`src/hdl/depth_laplacian_edge_filter_defines.svh`:
```
// ----------------------------------------------------------------------------
// depth_laplacian_edge_filter_defines.svh
// Assertion macros shared by the edge filter RTL.
// ----------------------------------------------------------------------------
`ifndef DEPTH_LAPLACIAN_EDGE_FILTER_DEFINES_SVH
`define DEPTH_LAPLACIAN_EDGE_FILTER_DEFINES_SVH

// Same-cycle implication, disabled in reset.
`define DLEF_ASSERT_IMPL(lbl, clk, rst_n, ante, cons) \
  lbl: assert property (@(posedge clk) disable iff (!rst_n) (ante) |-> (cons)) \
    else $error("dlef assertion failed");

// Next-cycle implication, disabled in reset.
`define DLEF_ASSERT_NEXT(lbl, clk, rst_n, ante, cons) \
  lbl: assert property (@(posedge clk) disable iff (!rst_n) (ante) |=> (cons)) \
    else $error("dlef assertion failed");

`endif

```
`src/hdl/dlef_pkg.sv`:
```
// ----------------------------------------------------------------------------
// dlef_pkg
// Widths, register indexes and shared types of the depth edge filter.
// ----------------------------------------------------------------------------
package dlef_pkg;

  localparam int DEPTH_BITS = 16;
  localparam int MAX_WIDTH  = 2048;
  localparam int COL_W      = $clog2(MAX_WIDTH);      // column index
  localparam int WID_W      = $clog2(MAX_WIDTH) + 1;  // holds MAX_WIDTH itself
  localparam int ROW_W      = 16;
  localparam int VAL_W      = DEPTH_BITS + 2;         // edge value / threshold
  localparam int SUM_W      = DEPTH_BITS + 2;         // sum of four neighbours
  localparam int RESP_W     = DEPTH_BITS + 3;         // signed response

  localparam int CFG_IDX_W  = 2;
  localparam int CFG_DATA_W = 18;
  localparam int THR_W      = 18;
  localparam int IMGW_W     = 12;
  localparam int IMGH_W     = 16;

  localparam logic [CFG_IDX_W-1:0] REG_EDGE_THRESHOLD = 2'd0;
  localparam logic [CFG_IDX_W-1:0] REG_IMAGE_WIDTH    = 2'd1;
  localparam logic [CFG_IDX_W-1:0] REG_IMAGE_HEIGHT   = 2'd2;

  localparam logic [THR_W-1:0]  THR_RESET    = 18'd328;   // 0.005 in Q0.16
  localparam logic [IMGW_W-1:0] WIDTH_RESET  = 12'd640;
  localparam logic [IMGH_W-1:0] HEIGHT_RESET = 16'd480;

  localparam int Q_DEPTH = 4;
  localparam int Q_AW    = $clog2(Q_DEPTH);
  localparam int Q_CW    = $clog2(Q_DEPTH + 1);

  typedef logic [DEPTH_BITS-1:0] depth_t;

  // One kernel job from front to back.
  typedef struct packed {
    depth_t            up;
    depth_t            centre;
    depth_t            left;
    depth_t            right;
    depth_t            down;
    logic [COL_W-1:0]  col;
    logic [ROW_W-1:0]  row;
    logic              last;
  } dlef_cmd_t;

  typedef struct packed {
    logic full;
    logic empty;
  } dlef_qstat_t;

endpackage

```
`src/hdl/dlef_out_if.sv`:
```
// ----------------------------------------------------------------------------
// dlef_out_if
// Edge result channel: valid/ready with value, coordinates and frame end.
// ----------------------------------------------------------------------------
interface dlef_out_if;
  logic                        valid;
  logic                        ready;
  logic [dlef_pkg::VAL_W-1:0]  edge_value;
  logic [dlef_pkg::COL_W-1:0]  pixel_x;
  logic [dlef_pkg::ROW_W-1:0]  pixel_y;
  logic                        last_of_frame;

  modport source (output valid, output edge_value, output pixel_x, output pixel_y,
                  output last_of_frame, input ready);
  modport sink   (input valid, input edge_value, input pixel_x, input pixel_y,
                  input last_of_frame, output ready);
endinterface

```
`src/hdl/dlef_back.sv`:
```
// ----------------------------------------------------------------------------
// dlef_back
// Laplacian response, threshold and output register.
// ----------------------------------------------------------------------------
module dlef_back (
  input  logic                        clk,
  input  logic                        rst_n,
  input  logic [dlef_pkg::THR_W-1:0]  thr,
  input  dlef_pkg::dlef_cmd_t         head,
  input  dlef_pkg::dlef_qstat_t       q_stat,
  output logic                        pop,
  dlef_out_if.source                  out_ch
);

  logic                               out_valid_r;
  logic [dlef_pkg::VAL_W-1:0]         edge_r;
  logic [dlef_pkg::COL_W-1:0]         px_r;
  logic [dlef_pkg::ROW_W-1:0]         py_r;
  logic                               last_r;

  logic [dlef_pkg::SUM_W-1:0]         nsum;
  logic signed [dlef_pkg::RESP_W-1:0] resp;
  logic [dlef_pkg::VAL_W-1:0]         edge_nxt;

  assign pop = !q_stat.empty && (!out_valid_r || out_ch.ready);

  // 4*centre - (up + down + left + right)
  assign nsum = dlef_pkg::SUM_W'(head.up) + dlef_pkg::SUM_W'(head.down)
              + dlef_pkg::SUM_W'(head.left) + dlef_pkg::SUM_W'(head.right);
  assign resp = $signed({1'b0, head.centre, 2'b00}) - $signed({1'b0, nsum});
  assign edge_nxt = (resp > $signed({1'b0, thr})) ? resp[dlef_pkg::VAL_W-1:0] : '0;

  always_ff @(posedge clk) begin
    if (!rst_n) begin
      out_valid_r <= 1'b0;
    end else if (pop) begin
      out_valid_r <= 1'b1;
    end else if (out_ch.ready) begin
      out_valid_r <= 1'b0;
    end
  end

  always_ff @(posedge clk) begin
    if (pop) begin
      edge_r <= edge_nxt;
      px_r   <= head.col;
      py_r   <= head.row;
      last_r <= head.last;
    end
  end

  assign out_ch.valid         = out_valid_r;
  assign out_ch.edge_value    = edge_r;
  assign out_ch.pixel_x       = px_r;
  assign out_ch.pixel_y       = py_r;
  assign out_ch.last_of_frame = last_r;

endmodule

```
`src/flat_wrapper.sv`:
```
// flat-port wrapper written by rule: the top's interface ports become plain ports
module dlef_back_flat 
  (clk, rst_n, thr, head, q_stat, pop, out_ch_valid, out_ch_edge_value, out_ch_pixel_x, out_ch_pixel_y, out_ch_last_of_frame, out_ch_ready);
  dlef_out_if out_ch_i ();
  input  logic clk;
  input  logic rst_n;
  input  logic [dlef_pkg::THR_W-1:0] thr;
  input  dlef_pkg::dlef_cmd_t head;
  input  dlef_pkg::dlef_qstat_t q_stat;
  output logic pop;
  output wire logic [$bits(out_ch_i.valid)-1:0] out_ch_valid;
  output wire logic [$bits(out_ch_i.edge_value)-1:0] out_ch_edge_value;
  output wire logic [$bits(out_ch_i.pixel_x)-1:0] out_ch_pixel_x;
  output wire logic [$bits(out_ch_i.pixel_y)-1:0] out_ch_pixel_y;
  output wire logic [$bits(out_ch_i.last_of_frame)-1:0] out_ch_last_of_frame;
  input wire logic [$bits(out_ch_i.ready)-1:0] out_ch_ready;
  assign out_ch_valid = out_ch_i.valid;
  assign out_ch_edge_value = out_ch_i.edge_value;
  assign out_ch_pixel_x = out_ch_i.pixel_x;
  assign out_ch_pixel_y = out_ch_i.pixel_y;
  assign out_ch_last_of_frame = out_ch_i.last_of_frame;
  assign out_ch_i.ready = out_ch_ready;
  dlef_back u_core (.clk(clk), .rst_n(rst_n), .thr(thr), .head(head), .q_stat(q_stat), .pop(pop), .out_ch(out_ch_i));
endmodule
```
`config.mk`:
```
export PLATFORM = sky130hd
export DESIGN_NAME = dlef_back_flat
export DESIGN_NICKNAME = d
export VERILOG_FILES = /design/src/hdl/depth_laplacian_edge_filter_defines.svh /design/src/hdl/dlef_pkg.sv /design/src/hdl/dlef_out_if.sv /design/src/hdl/dlef_back.sv /design/src/flat_wrapper.sv
export SDC_FILE = /design/constraint.sdc
export NUM_CORES = 1
export LEC_CHECK = 0
export BUFFER_PORTS_ARGS = -buffer_cell sky130_fd_sc_hd__buf_2
export CORE_MARGIN = 5
export CORE_UTILIZATION = 40
export CTS_CLUSTER_SIZE = 12
export DETAILED_ROUTE_END_ITERATION = 10
export GPL_ROUTABILITY_DRIVEN = 0
export PLACE_DENSITY = 0.67
export SETUP_SLACK_MARGIN = 0.02
export SLEW_MARGIN = 20
export SYNTH_ARGS = -nofsm -noshare
export SYNTH_HDL_FRONTEND = slang
export SYNTH_SLANG_ARGS = --single-unit
export TNS_END_PERCENT = 5
```
`constraint.sdc`:
```
create_clock -name clk -period 9.3 [get_ports clk]
set_input_delay 1.86 -clock clk [delete_from_list [all_inputs] [get_ports clk]]
set_output_delay 1.86 -clock clk [all_outputs]
set_load 0.005 [all_outputs]
```
==> results.md <==
- Register bit total from synthesis: 47
- RSZ-0062 raised after global routing: false
- Die Ht: between 100 and 150 um
- Hold crit path type: reg2reg
- Worst-path maximum fanout: 11
- PortBufs: 177
- Resized Gates After CTS: 0
- Worst slew pin tran: between 500 and 600 ps
- First-pass GRT wire length: 18,700 um
- Syn avg cell area: roughly 9.5 um^2
- Die area: about 14,000 um^2
- Setup CP Type: in2reg
- Pleak: approximately 3.1 nW
- Yosys top cell area share: 29.2%
- Net count after synthesis: between 700 and 800
- Pint: about 1.0 mW
- Comb power frac: roughly 75%
- Post-synth top flop: edfxtp_1
- Mux contribution to synthesized area: 0%
- Worst skew pair latency: around 280 ps
- Routed WL: 11,500 um
- Async SR Flop Fraction: 0%
- Total CTS buffers: 5
- Grt total ovfl: 0
- Vias after detailed routing: 4,222
- Post-route setup TNS: 0 ps
- Core Footprint: around 12,000 um^2
- Post-Synth XOR/XNOR Area: around 6.7%
- Worst Path Required: just over 9000 ps
- Drc violations: 0
- Most Frequent Cell on Critical Path: ha_1
- # IOs: 179
- CTS tree: yes
- Largest family of logic cells by synthesized area: adder cells
- Yosys warns: 0
- Final nets: between 800 and 900
- Worst vdd ir: about 0.13 mV
- Synth top cells by count: inv_1 (88), ha_1 (67), edfxtp_1 (46), a21oi_1 (31), nor2_1 (29)
- Cell count after placement: approximately 800
- Max Root-Sink Buffers: 2
- Met3 Use GR: between 3 and 4%
- Largest net degree at the start of global routing: 30
- Htree depth: 2
- DP HPWL: about 10,000 um
- Final setup fails: 0
- Worst endpoint data arrival time: 8590 ps
- Power Dens Cells: between 300 and 400 nW/um^2
- Met1 usage: 18.8%
- Global routing's busiest layer: met2
- Routed Antenna Nets: 0
- Root Driver: clkbuf_16
- Overall Power: around 1.9 mW
- Fmax: 117 MHz
- Compound-Gate Fraction of Synth Area: approximately a fifth
- Vias in the first global route: 4,288
- FP Rows: 39
- Post-Syn Area: 4730 um^2
- Seq. cell area: approximately 1400 um^2
- Clk network pwr share: between 8 and 9%
- # fillers: 1,053
- Area after DPL: slightly below 6000 um^2
- Total net switching power: slightly below 0.9 mW
- Post-CTS Setup Inserts: 0
- Top-count cell post-synth: inv_1
- EDFF count, synth: 46
- Tmin final: ~8600 ps
- Final Skew: roughly 3.2 ps
- Sequential Power Share: roughly 16%
- Crit end category: register
- Adder-Cell Fraction of Synth Area: 25.3%
- Largest area contributor in the netlist: edfxtp_1
- Post-synthesis sequential area ratio: ~30%
- Period utilization: 92.2%
- GRT Util Overall: between 15 and 20%
- First DRT Iteration DRCs: roughly 150
- Slowest cell delay on critical path: between 400 and 500 ps
- Layout cells sized above 1: around 30%
- Hold-fix buffers, CTS: 0
- Die Width: approximately 120 um
- Initial antenna violation count: 2
- DR WL/cell: about 14 um
- Synth Instances: ~500
- P&R area growth vs syn: 26.0%
- Synth area leaders: edfxtp_1 (29%), ha_1 (18%), fa_1 (7.6%)
- Clock tree sinks: between 40 and 50
- Met2 usage: 27.7%
- Fin. max-slew vios: 0
- Fin area: 5960 um^2
- Slew HR: 63.2%
- Multi-input gate area: roughly 3000 um^2
- Slowest stage cell, crit path: or3_1
- Max Cap Viol: 0
- Worst-path clk slew: roughly 60 ps
- Via/cell ratio: around 5.1
- Status: complete, no violations
- CP Launch Type: input pin
- Non-Filler Instances: slightly above 800
- Final hold violation count: 0
- Initial Util: 41.1%
- Antenna diodes: 0
- Synth Area in Simple Gates: between 10% and 20%
- Total iterations of the first detailed-routing run: 4
- Unique cell type count in the Yosys netlist: 52
- Sw frac: around 47%
[stage by stage]
stage	hold slack [ps]	setup WS, ps	util [%]
floorplan	488	1460	-
global placement	498	571	50.4
detailed placement	509	482	50.6
CTS	521	742	51.8
global route	567	117	51.8
finish	523	721	51.8
[per-layer routing]
layer | vias up | part of all wire (%)
li1 | 2146 | -
met2 | 162 | 46
met1 | 1895 | 45
met3 | 15 | 7.5
met4 | 4 | 1.7
met5 | - | 0.12
[final cells by class]
type / instances / share of cell area, %
Clock buffer: 7 / 2.23
Clock inverter: 1 / 0.0840
Inverter: 88 / 5.54
Multi-Input combinational cell: 359 / 50.2
Sequential cell: 47 / 23.5
Tap cell: 143 / 3.00
Timing Repair Buffer: 180 / 15.4
[cell families (layout without fill, tap and decap cells)]
kind of cell / after synthesis / after routing
buf+inv: 92 / 276
flops: 47 / 47
fa+ha+maj: 85 / 85
compound gates: 130 / 130
xor+xnor: 36 / 36
simple gates: 108 / 108
[power groups by stage]
stage	Sequential (mW)	Clock (mW)	Combinational, mW
finish	0.308	0.163	1.42
global route	0.312	0.181	1.60
CTS	0.308	0.169	1.42
detailed placement	0.313	0	1.42
global placement	0.312	0	1.37
floorplan	0.320	0	1.06
[cells in the final DEF, fill, tap and decap left out, drive strengths merged, types with 3 or more instances in the layout]
cell type and n:
edfxtp 46, a21oi 34, o311ai 3, fa 18, nand3 4, nor2b 11
a211oi 4, nand2b 5, nor4 6, a21boi 5, nand2 26, a31oi 3
inv 88, nand4 3, nor3 8, a21o 12, xnor2 14, or4 3
ha 67, nor2 29, o2111a 10, xor2 22, o21a 7, o21ai 31
o41ai 5, buf 180, and3 7, clkbuf 7
[worst max-delay path: cells and delay by family]
kind	cells	cell delay [ps]
AO/OA/AOI/OAI	14	3470
XOR/XNOR	1	210
adder cells (fa/ha/maj)	6	1780
buffers and inverters	3	240
AND/OR/NAND/NOR	6	1020
[sequential cells by signal (all words and copies together), names as in the netlist]
signal                       flops
u_core.out_ch.edge_value        18
u_core.out_ch.pixel_y           16
u_core.out_ch.pixel_x           11
u_core.out_ch.last_of_frame      1
u_core.out_ch.valid              1
[final timing paths]
| path | cells after the start | slack (ps) | end | startpoint |
|---|---|---|---|---|
| worst min-delay path | 2 | 520 | u_core.out_ch.valid$_SDFFE_PN0P_ | u_core.out_ch.valid$_SDFFE_PN0P_ |
| worst max-delay path | 30 | 720 | u_core.out_ch.edge_value[12]$_SDFFCE_PP0P_ | head[28] |
| worst max register to register | 3 | 7860 | u_core.out_ch.pixel_x[10]$_DFFE_PP_ | u_core.out_ch.valid$_SDFFE_PN0P_ |
| worst min register to register | 2 | 520 | u_core.out_ch.valid$_SDFFE_PN0P_ | u_core.out_ch.valid$_SDFFE_PN0P_ |
(Power assumes the default switching activity.)
