### config.mk
export PLATFORM = sky130hd
export DESIGN_NAME = dlef_queue
export DESIGN_NICKNAME = d
export VERILOG_FILES = /design/src/hdl/depth_laplacian_edge_filter_defines.svh /design/src/hdl/dlef_pkg.sv /design/src/hdl/dlef_queue.sv
export SDC_FILE = /design/constraint.sdc
export NUM_CORES = 1
export LEC_CHECK = 0
export BUFFER_PORTS_ARGS = -buffer_cell sky130_fd_sc_hd__clkbuf_2
export CELL_PAD_IN_SITES_DETAIL_PLACEMENT = 1
export CELL_PAD_IN_SITES_GLOBAL_PLACEMENT = 1
export CORE_MARGIN = 5
export CORE_UTILIZATION = 45
export CTS_BUF_LIST = sky130_fd_sc_hd__clkbuf_8 sky130_fd_sc_hd__clkbuf_16
export DETAILED_ROUTE_END_ITERATION = 8
export PLACE_DENSITY_LB_ADDON = 0.1
export SLEW_MARGIN = 20
export SYNTH_ARGS = -nofsm -noshare
export SYNTH_HDL_FRONTEND = slang
export SYNTH_SLANG_ARGS = --single-unit
export TNS_END_PERCENT = 20
### constraint.sdc
create_clock -name clk -period 9.5 [get_ports clk]
set_input_delay 2.375 -clock clk [delete_from_list [all_inputs] [get_ports clk]]
set_output_delay 2.375 -clock clk [all_outputs]
set_load 0.03 [all_outputs]
### src/hdl/depth_laplacian_edge_filter_defines.svh
// ----------------------------------------------------------------------------
// depth_laplacian_edge_filter_defines.svh
// Assertion macros shared by the edge filter RTL.
// ----------------------------------------------------------------------------
`ifndef DEPTH_LAPLACIAN_EDGE_FILTER_DEFINES_SVH
`define DEPTH_LAPLACIAN_EDGE_FILTER_DEFINES_SVH

// Same-cycle implication, disabled in reset.
`define DLEF_ASSERT_IMPL(lbl, clk, rst_n, ante, cons) \
  lbl: assert property (@(posedge clk) disable iff (!rst_n) (ante) |-> (cons)) \
    else $error("dlef assertion failed");

// Next-cycle implication, disabled in reset.
`define DLEF_ASSERT_NEXT(lbl, clk, rst_n, ante, cons) \
  lbl: assert property (@(posedge clk) disable iff (!rst_n) (ante) |=> (cons)) \
    else $error("dlef assertion failed");

`endif

### src/hdl/dlef_pkg.sv
// ----------------------------------------------------------------------------
// dlef_pkg
// Widths, register indexes and shared types of the depth edge filter.
// ----------------------------------------------------------------------------
package dlef_pkg;

  localparam int DEPTH_BITS = 16;
  localparam int MAX_WIDTH  = 2048;
  localparam int COL_W      = $clog2(MAX_WIDTH);      // column index
  localparam int WID_W      = $clog2(MAX_WIDTH) + 1;  // holds MAX_WIDTH itself
  localparam int ROW_W      = 16;
  localparam int VAL_W      = DEPTH_BITS + 2;         // edge value / threshold
  localparam int SUM_W      = DEPTH_BITS + 2;         // sum of four neighbours
  localparam int RESP_W     = DEPTH_BITS + 3;         // signed response

  localparam int CFG_IDX_W  = 2;
  localparam int CFG_DATA_W = 18;
  localparam int THR_W      = 18;
  localparam int IMGW_W     = 12;
  localparam int IMGH_W     = 16;

  localparam logic [CFG_IDX_W-1:0] REG_EDGE_THRESHOLD = 2'd0;
  localparam logic [CFG_IDX_W-1:0] REG_IMAGE_WIDTH    = 2'd1;
  localparam logic [CFG_IDX_W-1:0] REG_IMAGE_HEIGHT   = 2'd2;

  localparam logic [THR_W-1:0]  THR_RESET    = 18'd328;   // 0.005 in Q0.16
  localparam logic [IMGW_W-1:0] WIDTH_RESET  = 12'd640;
  localparam logic [IMGH_W-1:0] HEIGHT_RESET = 16'd480;

  localparam int Q_DEPTH = 4;
  localparam int Q_AW    = $clog2(Q_DEPTH);
  localparam int Q_CW    = $clog2(Q_DEPTH + 1);

  typedef logic [DEPTH_BITS-1:0] depth_t;

  // One kernel job from front to back.
  typedef struct packed {
    depth_t            up;
    depth_t            centre;
    depth_t            left;
    depth_t            right;
    depth_t            down;
    logic [COL_W-1:0]  col;
    logic [ROW_W-1:0]  row;
    logic              last;
  } dlef_cmd_t;

  typedef struct packed {
    logic full;
    logic empty;
  } dlef_qstat_t;

endpackage

### src/hdl/dlef_queue.sv
// ----------------------------------------------------------------------------
// dlef_queue
// Small job FIFO between front and back.
// ----------------------------------------------------------------------------
module dlef_queue (
  input  logic                  clk,
  input  logic                  rst_n,
  input  logic                  push,
  input  dlef_pkg::dlef_cmd_t   push_cmd,
  input  logic                  pop,
  output dlef_pkg::dlef_cmd_t   head,
  output dlef_pkg::dlef_qstat_t q_stat
);

  dlef_pkg::dlef_cmd_t        slot_r [dlef_pkg::Q_DEPTH];
  logic [dlef_pkg::Q_AW-1:0]  wr_ptr_r, rd_ptr_r;
  logic [dlef_pkg::Q_CW-1:0]  count_r;

  assign head         = slot_r[rd_ptr_r];
  assign q_stat.full  = (count_r == dlef_pkg::Q_CW'(dlef_pkg::Q_DEPTH));
  assign q_stat.empty = (count_r == '0);

  always_ff @(posedge clk) begin
    if (!rst_n) begin
      wr_ptr_r <= '0;
      rd_ptr_r <= '0;
      count_r  <= '0;
    end else begin
      if (push) wr_ptr_r <= wr_ptr_r + dlef_pkg::Q_AW'(1);
      if (pop)  rd_ptr_r <= rd_ptr_r + dlef_pkg::Q_AW'(1);
      if (push && !pop) begin
        count_r <= count_r + dlef_pkg::Q_CW'(1);
      end else if (pop && !push) begin
        count_r <= count_r - dlef_pkg::Q_CW'(1);
      end
    end
  end

  always_ff @(posedge clk) begin
    if (push) slot_r[wr_ptr_r] <= push_cmd;
  end

endmodule

==> results of run 1 <==
## worst paths after layout
check	from	endpoint	slack, ns	depth (start not counted)
max	flip-flop	head[22]	4.07	3
min	count_r[2]	count_r[2]	0.58	2
max reg2reg	wr_ptr_r[0]	slot_r[3][14]	6.91	3
min reg2reg	count_r[2]	count_r[2]	0.58	2
## routing by layer
layer	vias up	global-route usage, %	share of wire, %
met2	189	28.9	52
met4	0	5.24	2.2
met5	-	0	0
li1	3131	-	-
met3	47	3.86	5.8
met1	3735	21.6	40
## cell type report
type	instances	area, sq um	area share, %
Sequential cell	441	13200	68.5
Multi-Input combinational cell	138	2690	14.0
Clock buffer	49	1230	6.39
Timing Repair Buffer	229	1190	6.22
Tap cell	461	577	3.00
Clock inverter	35	334	1.74
Inverter	4	15.0	0.0782
Antenna cell	1	2.50	0.0130
## cells by family (layout without fill, tap and decap cells)
family	count (synthesis)	in the layout	share of synthesized area, %
flip-flops	441	441	82.3
multiplexers	110	110	15.3
buffers and inverters	28	317	0.962
AND/OR/NAND/NOR	15	15	0.571
adder cells (fa/ha/maj)	6	6	0.516
XOR/XNOR	5	5	0.274
AO/OA/AOI/OAI	2	2	0.0782
other	0	1	0
## registers in the layout (all words and copies together), names as in the netlist, named ones only
signal and count:
count_r 3, wr_ptr_r 2, rd_ptr_r 2, slot_r 432
## stage by stage
| stage | setup WS (ns) | cells | instance area [sq um] | hold WS (ns) | total power, mW |
|---|---|---|---|---|---|
| finish | 4.07 | 1358 | 19200 | 0.577 | 4.61 |
| CTS | 3.88 | 1357 | 19200 | 0.578 | 4.68 |
| detailed placement | 4.51 | 1273 | 17600 | 0.566 | 2.83 |
| global placement | 4.50 | 1272 | 17600 | 0.484 | 2.82 |
| floorplan | 4.16 | 607 | 16000 | 0.472 | 2.66 |
| global route | 3.79 | 1357 | 19200 | 0.611 | 4.79 |
## cell usage in the layout, fill, tap and decap left out, types with 7 or more instances in the layout
cell type                   instances
sky130_fd_sc_hd__clkbuf_16         49
sky130_fd_sc_hd__clkbuf_2         221
sky130_fd_sc_hd__mux4_2           108
sky130_fd_sc_hd__edfxtp_1         432
sky130_fd_sc_hd__dfxtp_1            7
sky130_fd_sc_hd__inv_1              9
sky130_fd_sc_hd__bufinv_16          7
sky130_fd_sc_hd__clkinv_1          15
## worst reg2reg max path, stage by stage, from the launching register on
cell and delay, ns:
sky130_fd_sc_hd__dfxtp_1 0.41, sky130_fd_sc_hd__ha_1 0.19, sky130_fd_sc_hd__and2_4 0.78, sky130_fd_sc_hd__buf_4 0.76
## power breakdown
group	internal [mW]	leakage [nW]	switching, mW
combinational	0.179	1.69	0.323
clock	1.12	0.777	0.713
sequential	2.24	4.04	0.0388
total	3.53	6.51	1.07
==> impl_summary.log, run 1 <==
[metrics] leakage power total: between 6 and 7 nW
[metrics] area growth from synthesis to layout: 20.1%
[metrics] cell at the root of the clock tree: sky130_fd_sc_hd__clkbuf_16
[metrics] GPL Wtd Cong: approximately 0.72
[metrics] post-detail-place hpwl: between 20000 and 25000 um
[metrics] largest clock skew in the final design: 0.0106 ns
[metrics] cell types with the highest counts after synthesis: 432 x sky130_fd_sc_hd__edfxtp_1, 108 x sky130_fd_sc_hd__mux4_2, 12 x sky130_fd_sc_hd__buf_2
[metrics] most used flip-flop cell after synthesis: sky130_fd_sc_hd__edfxtp_1
[metrics] area enclosed by the die boundary: 39400 sq um
[metrics] total of hold buffers inserted after clock tree synthesis: 0
[metrics] area share of the largest cell type after synthesis: 81.1%
[metrics] number of buffers on the longest clock path: 3
[metrics] total wirelength of the detailed-routed design: between 30000 and 40000 um
[metrics] CP bufs+invs: 2
[metrics] net count reported at finish: ~1000
[metrics] largest net degree at the start of global routing: 73
[metrics] Post-Syn Area per Cell: about 26 sq um
[metrics] worst-path maximum fanout: 40
[metrics] net count after synthesis: around 730
[metrics] Mapped Cells: 607
[metrics] critical-path cell with the highest stage delay: sky130_fd_sc_hd__dfxtp_4
[metrics] width of the die: roughly 200 um
[metrics] grt total ovfl: 0
[metrics] initial antenna violation count: 0
[metrics] number of fill cells in the layout: around 3000
[metrics] fmax: 184 MHz
[metrics] data required time of the critical path: approximately 7.1 ns
[metrics] type of destination of the critical path: output port
[metrics] register bit count reported by yosys: 441
[metrics] count of final setup violators: 0
[metrics] num ports: about 220
[metrics] cell class contributing the biggest share of worst-path delay: buffers and inverters
[metrics] Core Rows: between 60 and 70
[metrics] CP Cell Sequence: buf_4 > mux4_2 > clkbuf_2
[metrics] worst-skew pair later-pin latency: between 0.5 and 0.6 ns
[metrics] floorplan core area: around 35000 sq um
[metrics] type of element launching the critical path: flip-flop
[metrics] combined area of all synthesized cells: about 16000 sq um
[metrics] P per Cell Area: ~240 nW/um^2
[metrics] ys async rst share: 0%
[metrics] utilization after layout: between 50 and 60%
[metrics] antenna-violating nets left: 0
[metrics] kind of critical path: flip-flop to output port
[metrics] EDFF count, synth: around 430
[metrics] global routing usage summed across all routing layers: between 10% and 20%
[metrics] # port buffers: ~220
[metrics] unrepaired setup endpoints after global routing: false
[metrics] peak supply drop: between 0.00015 and 0.0002 V
[metrics] clk sink count: roughly 440
[metrics] number of maximum-capacitance violations: 0
[metrics] sequential fraction of the synthesis area: 82.3%
[metrics] ratio of final minimum period to clock period: between 50% and 60%
[metrics] number of clock buffers inserted by TritonCTS: 46
[metrics] via count of the first global-routing pass: 8019
[metrics] share of post-route cells with drive strength above 1: between 40% and 50%
[metrics] summed negative setup slack over all endpoints: 0 ns
[metrics] Resized cells post-CTS: 0
[metrics] Avg WL per Cell: around 24 um
[metrics] global-route wire length before repair: just under 50000 um
[metrics] CTS tree: done
[metrics] count of TritonRoute iterations in the first routing pass: 4
[metrics] Die Y-Extent: 198 um
[metrics] worst relative slew slack: a little over a third
[metrics] type of the most critical hold path: flip-flop to flip-flop
[metrics] count of cell types in the netlist: 21
[metrics] number of vias per cell: about 5.2
[metrics] post-CTS setup buffer count: 0
[metrics] Slowest Stage Delay on Critical Path: just over 0.9 ns
[metrics] total of warnings raised by yosys: 0
[metrics] leading cell type by number of instances after synthesis: sky130_fd_sc_hd__edfxtp_1
[metrics] largest cells by area after synthesis: sky130_fd_sc_hd__edfxtp_1 81%, sky130_fd_sc_hd__mux4_2 15%, sky130_fd_sc_hd__dfxtp_1 1.1%, sky130_fd_sc_hd__ha_1 0.39%, sky130_fd_sc_hd__buf_2 0.38%
[metrics] CTS clk-pin slew, worst paths: 0.06 ns
[metrics] signal arrival time at the worst endpoint: ~3 ns
[metrics] number of pins exceeding their max-slew limit in the final report: 0
[metrics] cell type with the highest aggregate area in the netlist: sky130_fd_sc_hd__edfxtp_1
[metrics] routed via count: about 7100
[metrics] first-iteration detailed-routing DRC count: between 400 and 500
[metrics] endpoints failing hold: 0
[metrics] starting density of the core: around 45%
[metrics] final routed DRC violation total: 0
[metrics] H-tree depth: 2
[metrics] outcome: completed
[metrics] slew at the pin closest to its max-slew limit: 0.966 ns
[metrics] minimum clock period after layout: approximately 5.4 ns
Power figures use the tool's default switching activity.
==> run 2: changes to the inputs <==
clock period = 5.2 ns   (was 9.5 ns; I/O delays follow)
==> run 2 against run 1 <==
Net effect: clock skew down 0.0045 ns; combinational power is 85% higher; die area unchanged; total power rose by 77%; sequential power up 83%; via count increased by 1.1%; core utilization fell by 0.26 points; highest routed layer is now met5; clock power up 67%; final cell count barely moved.
==> impl_summary.log, run 2 (same netlist as run 1, synthesis figures left out) <==
[metrics] minimum clock period after layout: just under 4 ns
[metrics] H-tree depth: 2
[metrics] WHS: 0.526 ns
[metrics] global-route wire length before repair: around 50000 um
[metrics] switching power: 1.93 mW
[metrics] kind of critical path: flip-flop to output port
[metrics] ratio of final minimum period to clock period: about three quarters
[metrics] CTS tree: done
[metrics] Die Y-Extent: 198 um
[metrics] total of hold buffers inserted after clock tree synthesis: 0
[metrics] cell class contributing the biggest share of worst-path delay: flip-flops
[metrics] clock network fraction of total power: 37.5%
[metrics] sum of internal, switching and leakage power: between 8 and 9 mW
[metrics] type of element launching the critical path: flip-flop
[metrics] count of final setup violators: 0
[metrics] via count of the first global-routing pass: just over 8000
[metrics] area growth from synthesis to layout: 19.5%
[metrics] slew at the pin closest to its max-slew limit: between 1 and 1.5 ns
[metrics] placed insts: 1273
[metrics] power share of the sequential group: between 50% and 60%
[metrics] CP Cell Sequence: buf_12 > mux4_2 > clkbuf_2
[metrics] final standard cell count with taps included and fillers excluded: 1357
[metrics] cell at the root of the clock tree: sky130_fd_sc_hd__clkbuf_16
[metrics] largest clock skew in the final design: 0.00614 ns
[metrics] register with the most flip-flops: slot_r
[metrics] number of clock buffers inserted by TritonCTS: 46
[metrics] routed via count: 7181
[metrics] Core Rows: 69
[metrics] number of maximum-capacitance violations: 0
[metrics] total wirelength of the detailed-routed design: between 30000 and 40000 um
[metrics] grt total ovfl: 0
[metrics] number of buffers on the longest clock path: 3
[metrics] unrepaired setup endpoints after global routing: false
[metrics] Avg WL per Cell: 24.4 um
[metrics] Largest register FFs: 432
[metrics] share of post-route cells with drive strength above 1: 45.1%
[metrics] P per Cell Area: 426 nW/um^2
[metrics] type of the most critical hold path: flip-flop to flip-flop
[metrics] number of vias per cell: approximately 5.3
[metrics] final worst-path setup slack: between 1 and 1.5 ns
[metrics] summed negative setup slack over all endpoints: 0 ns
[metrics] outcome: completed
[metrics] most frequent cells in the layout: 432 x sky130_fd_sc_hd__edfxtp_1, 221 x sky130_fd_sc_hd__clkbuf_2, 108 x sky130_fd_sc_hd__mux4_2, 49 x sky130_fd_sc_hd__clkbuf_16, 14 x sky130_fd_sc_hd__inv_1
[metrics] signal arrival time at the worst endpoint: between 2 and 3 ns
[metrics] starting density of the core: 45.3%
[metrics] peak supply drop: roughly 0.00025 V
[metrics] most common cell after layout, fill and taps aside: sky130_fd_sc_hd__edfxtp_1
[metrics] largest net degree at the start of global routing: 64
[metrics] worst-path maximum fanout: 46
[metrics] fmax: approximately 250 MHz
[metrics] Slowest Stage Delay on Critical Path: 0.81 ns
[metrics] Resized cells post-CTS: 0
[metrics] CTS clk-pin slew, worst paths: around 0.060 ns
[metrics] width of the die: 198 um
[metrics] leakage power total: about 6.5 nW
[metrics] CP bufs+invs: 2
[metrics] post-detail-place hpwl: ~21000 um
[metrics] count of TritonRoute iterations in the first routing pass: 6
[metrics] reg2reg path depth: 4
[metrics] net count reported at finish: between 900 and 1000
[metrics] Comb pwr share: 11.4%
[metrics] final cell area excluding filler cells: 19100 sq um
[metrics] GPL Wtd Cong: approximately 0.73
[metrics] cell-internal power: around 6.2 mW
[metrics] initial antenna violation count: 4
[metrics] switching share of power: roughly a quarter
[metrics] Cell Area, Placed: between 15000 and 20000 sq um
[metrics] endpoints failing hold: 0
[metrics] critical-path cell with the highest stage delay: sky130_fd_sc_hd__dfxtp_4
[metrics] clk sink count: 441
[metrics] final routed DRC violation total: 0
[metrics] global routing usage summed across all routing layers: between 15 and 20%
[metrics] utilization after layout: a little over half
[metrics] # port buffers: approximately 220
[metrics] num ports: between 200 and 250
[metrics] pre-CTS worst setup slack: ~1.7 ns
[metrics] area enclosed by the die boundary: 39400 sq um
[metrics] number of pins exceeding their max-slew limit in the final report: 0
[metrics] logic depth of the worst path, buffers included: 3
[metrics] post-CTS setup buffer count: 0
[metrics] type of destination of the critical path: output port
[metrics] first-iteration detailed-routing DRC count: between 300 and 400
[metrics] instance count along the most critical hold path: 2
[metrics] floorplan core area: between 30000 and 40000 sq um
[metrics] largest registers ranked by flip-flop count: slot_r: 432 flops, count_r: 3 flops
[metrics] data required time of the critical path: 3.90 ns
[metrics] antenna-violating nets left: 0
[metrics] worst relative slew slack: a little under 30%
[metrics] worst-skew pair later-pin latency: 0.55 ns
[run 2: path summary, 6_finish.rpt]
check	from	end	slack [ns]
max	flip-flop	head[47]	1.27
min	count_r[2]	count_r[2]	0.53
max reg2reg	wr_ptr_r[0]	slot_r[2][44]	3.02
min reg2reg	count_r[2]	count_r[2]	0.53
[run 2: layout make-up]
type                       count  area, sq um
fill                        3080        16200
clock inverter                32          189
inverter                       4         15.0
timing repair buffer         229         1240
clock buffer                  49         1230
tap                          461          577
antenna                        3         7.51
multi-input combinational    138         2690
sequential                   441        13200
[run 2: tightest hold or removal path, delay by kind of cell (launching register included)]
| kind | cells | cell delay [ns] |
|---|---|---|
| AO/OA/AOI/OAI | 2 | 0.15 |
| flip-flops | 1 | 0.32 |
[run 2: power groups by stage]
stage / clock network (mW) / registers, mW / logic (mW)
after floorplan: 0 / 4.20 / 0.654
after global placement: 0 / 4.22 / 0.939
after detailed placement: 0 / 4.23 / 0.958
after CTS: 3.15 / 4.16 / 0.961
after global routing: 3.31 / 4.17 / 0.992
final: 3.05 / 4.15 / 0.931
[run 2: routing by layer]
layer	wire (um)	GRT usage [%]
met1	13300	21.8
met2	17300	29.0
met3	1810	4.10
met4	741	4.86
met5	21	0
==> run 3: changes to the inputs <==
clock period = 3.7 ns   (was 5.2 ns; I/O delays follow)
==> run 3 against run 2 <==
Net effect: core utilization is 0.13 points higher; sequential share of layout area fell by 0.17 points; sequential cell count is the same; first-iteration DRC count shrank 16%; via count grew 0.43%; critical path type unchanged.
==> impl_summary.log, run 3 (same netlist as run 1, synthesis figures left out) <==
[metrics] CTS clk-pin slew, worst paths: 0.06 ns
[metrics] clk sink count: between 400 and 500
[metrics] outcome: completed
[metrics] P per Cell Area: just under 600 nW/um^2
[metrics] leakage power total: between 6 and 7 nW
[metrics] Core Rows: 69
[metrics] fmax: 300 MHz
[metrics] type of destination of the critical path: output port
[metrics] endpoints failing hold: 0
[metrics] data required time of the critical path: around 2.8 ns
[metrics] width of the die: ~200 um
[metrics] total of hold buffers inserted after clock tree synthesis: 0
[metrics] WHS: ~0.57 ns
[metrics] global routing usage summed across all routing layers: roughly 17%
[metrics] length of routed wiring on met1: 13800 um
[metrics] initial antenna violation count: 4
[metrics] type of the most critical hold path: flip-flop to flip-flop
[metrics] sum of internal, switching and leakage power: 11.3 mW
[metrics] final standard cell count with taps included and fillers excluded: ~1400
[metrics] switching power: ~2.8 mW
[metrics] # port buffers: around 220
[metrics] most frequent cells in the layout: 432 x sky130_fd_sc_hd__edfxtp_1, 221 x sky130_fd_sc_hd__clkbuf_2, 108 x sky130_fd_sc_hd__mux4_2, 46 x sky130_fd_sc_hd__clkbuf_16, 18 x sky130_fd_sc_hd__inv_1
[metrics] grt total ovfl: 0
[metrics] CTS tree: done
[metrics] largest clock skew in the final design: approximately 0.019 ns
[metrics] area growth from synthesis to layout: 19.8%
[metrics] count of TritonRoute iterations in the first routing pass: 4
[metrics] cell-internal power: about 8.5 mW
[metrics] slew at the pin closest to its max-slew limit: roughly 0.62 ns
[metrics] kind of critical path: flip-flop to output port
[metrics] Slowest Stage Delay on Critical Path: around 0.68 ns
[metrics] Comb pwr share: between 10% and 20%
[metrics] Largest register FFs: roughly 430
[metrics] final cell area excluding filler cells: 19200 sq um
[metrics] worst relative slew slack: approximately three fifths
[metrics] Resized cells post-CTS: 0
[metrics] global-route wire length before repair: just over 50000 um
[metrics] Avg WL per Cell: approximately 25 um
[metrics] antenna-violating nets left: 0
[metrics] GPL Wtd Cong: ~0.73
[metrics] count of final setup violators: 0
[metrics] switching share of power: between 20% and 30%
[metrics] cell at the root of the clock tree: sky130_fd_sc_hd__clkbuf_16
[metrics] area enclosed by the die boundary: around 39000 sq um
[metrics] worst-skew pair later-pin latency: approximately 0.56 ns
[metrics] summed negative setup slack over all endpoints: 0 ns
[metrics] routed wl met3: ~2400 um
[metrics] total wirelength of the detailed-routed design: roughly 34000 um
[metrics] num ports: 222
[metrics] routed via count: 7212
[metrics] post-detail-place hpwl: about 22000 um
[metrics] number of pins exceeding their max-slew limit in the final report: 0
[metrics] floorplan core area: 35300 sq um
[metrics] ratio of final minimum period to clock period: between 90% and 100%
[metrics] Die Y-Extent: 198 um
[metrics] number of vias per cell: approximately 5.3
[metrics] Cell Area, Placed: ~18000 sq um
[metrics] H-tree depth: 2
[metrics] share of post-route cells with drive strength above 1: a little under half
[metrics] CP Cell Sequence: buf_12 > mux4_2 > clkbuf_2
[metrics] worst-path maximum fanout: 30
[metrics] first-iteration detailed-routing DRC count: 330
[metrics] clock network fraction of total power: 36.5%
[metrics] routed wl met2: around 17000 um
[metrics] peak supply drop: approximately 0.00042 V
[metrics] register with the most flip-flops: slot_r
[metrics] most common cell after layout, fill and taps aside: sky130_fd_sc_hd__edfxtp_1
[metrics] largest net degree at the start of global routing: between 40 and 50
[metrics] minimum clock period after layout: around 3.3 ns
[metrics] highest signal layer in the routed design: met5
[metrics] signal arrival time at the worst endpoint: around 2.4 ns
[metrics] number of maximum-capacitance violations: 0
[metrics] number of fill cells in the layout: 3064
[metrics] unrepaired setup endpoints after global routing: false
[metrics] via count of the first global-routing pass: a little over 8000
[metrics] type of element launching the critical path: flip-flop
[metrics] number of buffers on the longest clock path: 3
[metrics] largest registers ranked by flip-flop count: slot_r: 432 flops, count_r: 3 flops
[metrics] final routed DRC violation total: 0
[metrics] net count reported at finish: between 900 and 1000
[metrics] number of clock buffers inserted by TritonCTS: 46
[metrics] power share of the sequential group: 51.6%
[metrics] starting density of the core: around 45%
[metrics] placed insts: about 1300
[metrics] critical-path cell with the highest stage delay: sky130_fd_sc_hd__dfxtp_4
[metrics] post-CTS setup buffer count: 0
==> run 3: cell types whose count changed in the layout (fill, tap and decap cells not counted), sizes merged <==
cell      previous run  this run
clkinv              18        17
clkbuf             270       267
inv                 14        20
clkinvlp             2         1
bufinv               2         1
buf                  8        19
==> run 3: layout make-up <==
type / count / area (sq um) / area share (%)
diodes: 3 / 7.51 / 0.0392
repair buffers: 240 / 1360 / 7.11
multi-input cells: 138 / 2690 / 14.1
clock inverters: 35 / 191 / 0.999
flip-flops and latches: 441 / 13200 / 68.7
clock buffers: 46 / 1150 / 6.01
well taps: 461 / 577 / 3.01
inverters: 4 / 15.0 / 0.0784
==> run 3: worst max-delay path: cells and delay by family (launching register included) <==
family                 cells  cell delay (ns)
flip-flops                 1             0.68
multiplexers               1             0.58
buffers and inverters      2             0.52
==> run 3: path summary, 6_finish.rpt <==
check / startpoint / endpoint / slack (ns) / cells after the start
worst max-delay path: flip-flop / head[12] / 0.37 / 3
worst min-delay path: count_r[2] / count_r[2] / 0.57 / 2
worst max register to register: wr_ptr_r[0] / slot_r[2][68] / 1.81 / 4
worst min register to register: count_r[2] / count_r[2] / 0.57 / 2
==> run 3: power groups by stage <==
stage / clock network (mW) / logic [mW] / registers (mW)
6_report: 4.12 / 1.35 / 5.83
5_1_grt: 4.46 / 1.44 / 5.85
4_1_cts: 4.24 / 1.39 / 5.83
3_5_place_dp: 0 / 1.38 / 5.94
3_3_place_gp: 0 / 1.35 / 5.91
2_1_floorplan: 0 / 0.920 / 5.90
==> run 3: layer usage <==
| metal | global-route usage (%) | up-vias |
|---|---|---|
| met3 | 4.67 | 49 |
| li1 | - | 3156 |
| met2 | 28.6 | 217 |
| met1 | 22.8 | 3786 |
| met5 | 0 | - |
| met4 | 4.99 | 4 |
==> run 3: metrics by stage <==
stage	utilization [%]	setup slack [ns]
after floorplan	-	-0.191
after global placement	50.4	0.896
after detailed placement	50.4	0.887
after CTS	54.2	0.266
after global routing	54.2	0.199
final	54.3	0.369
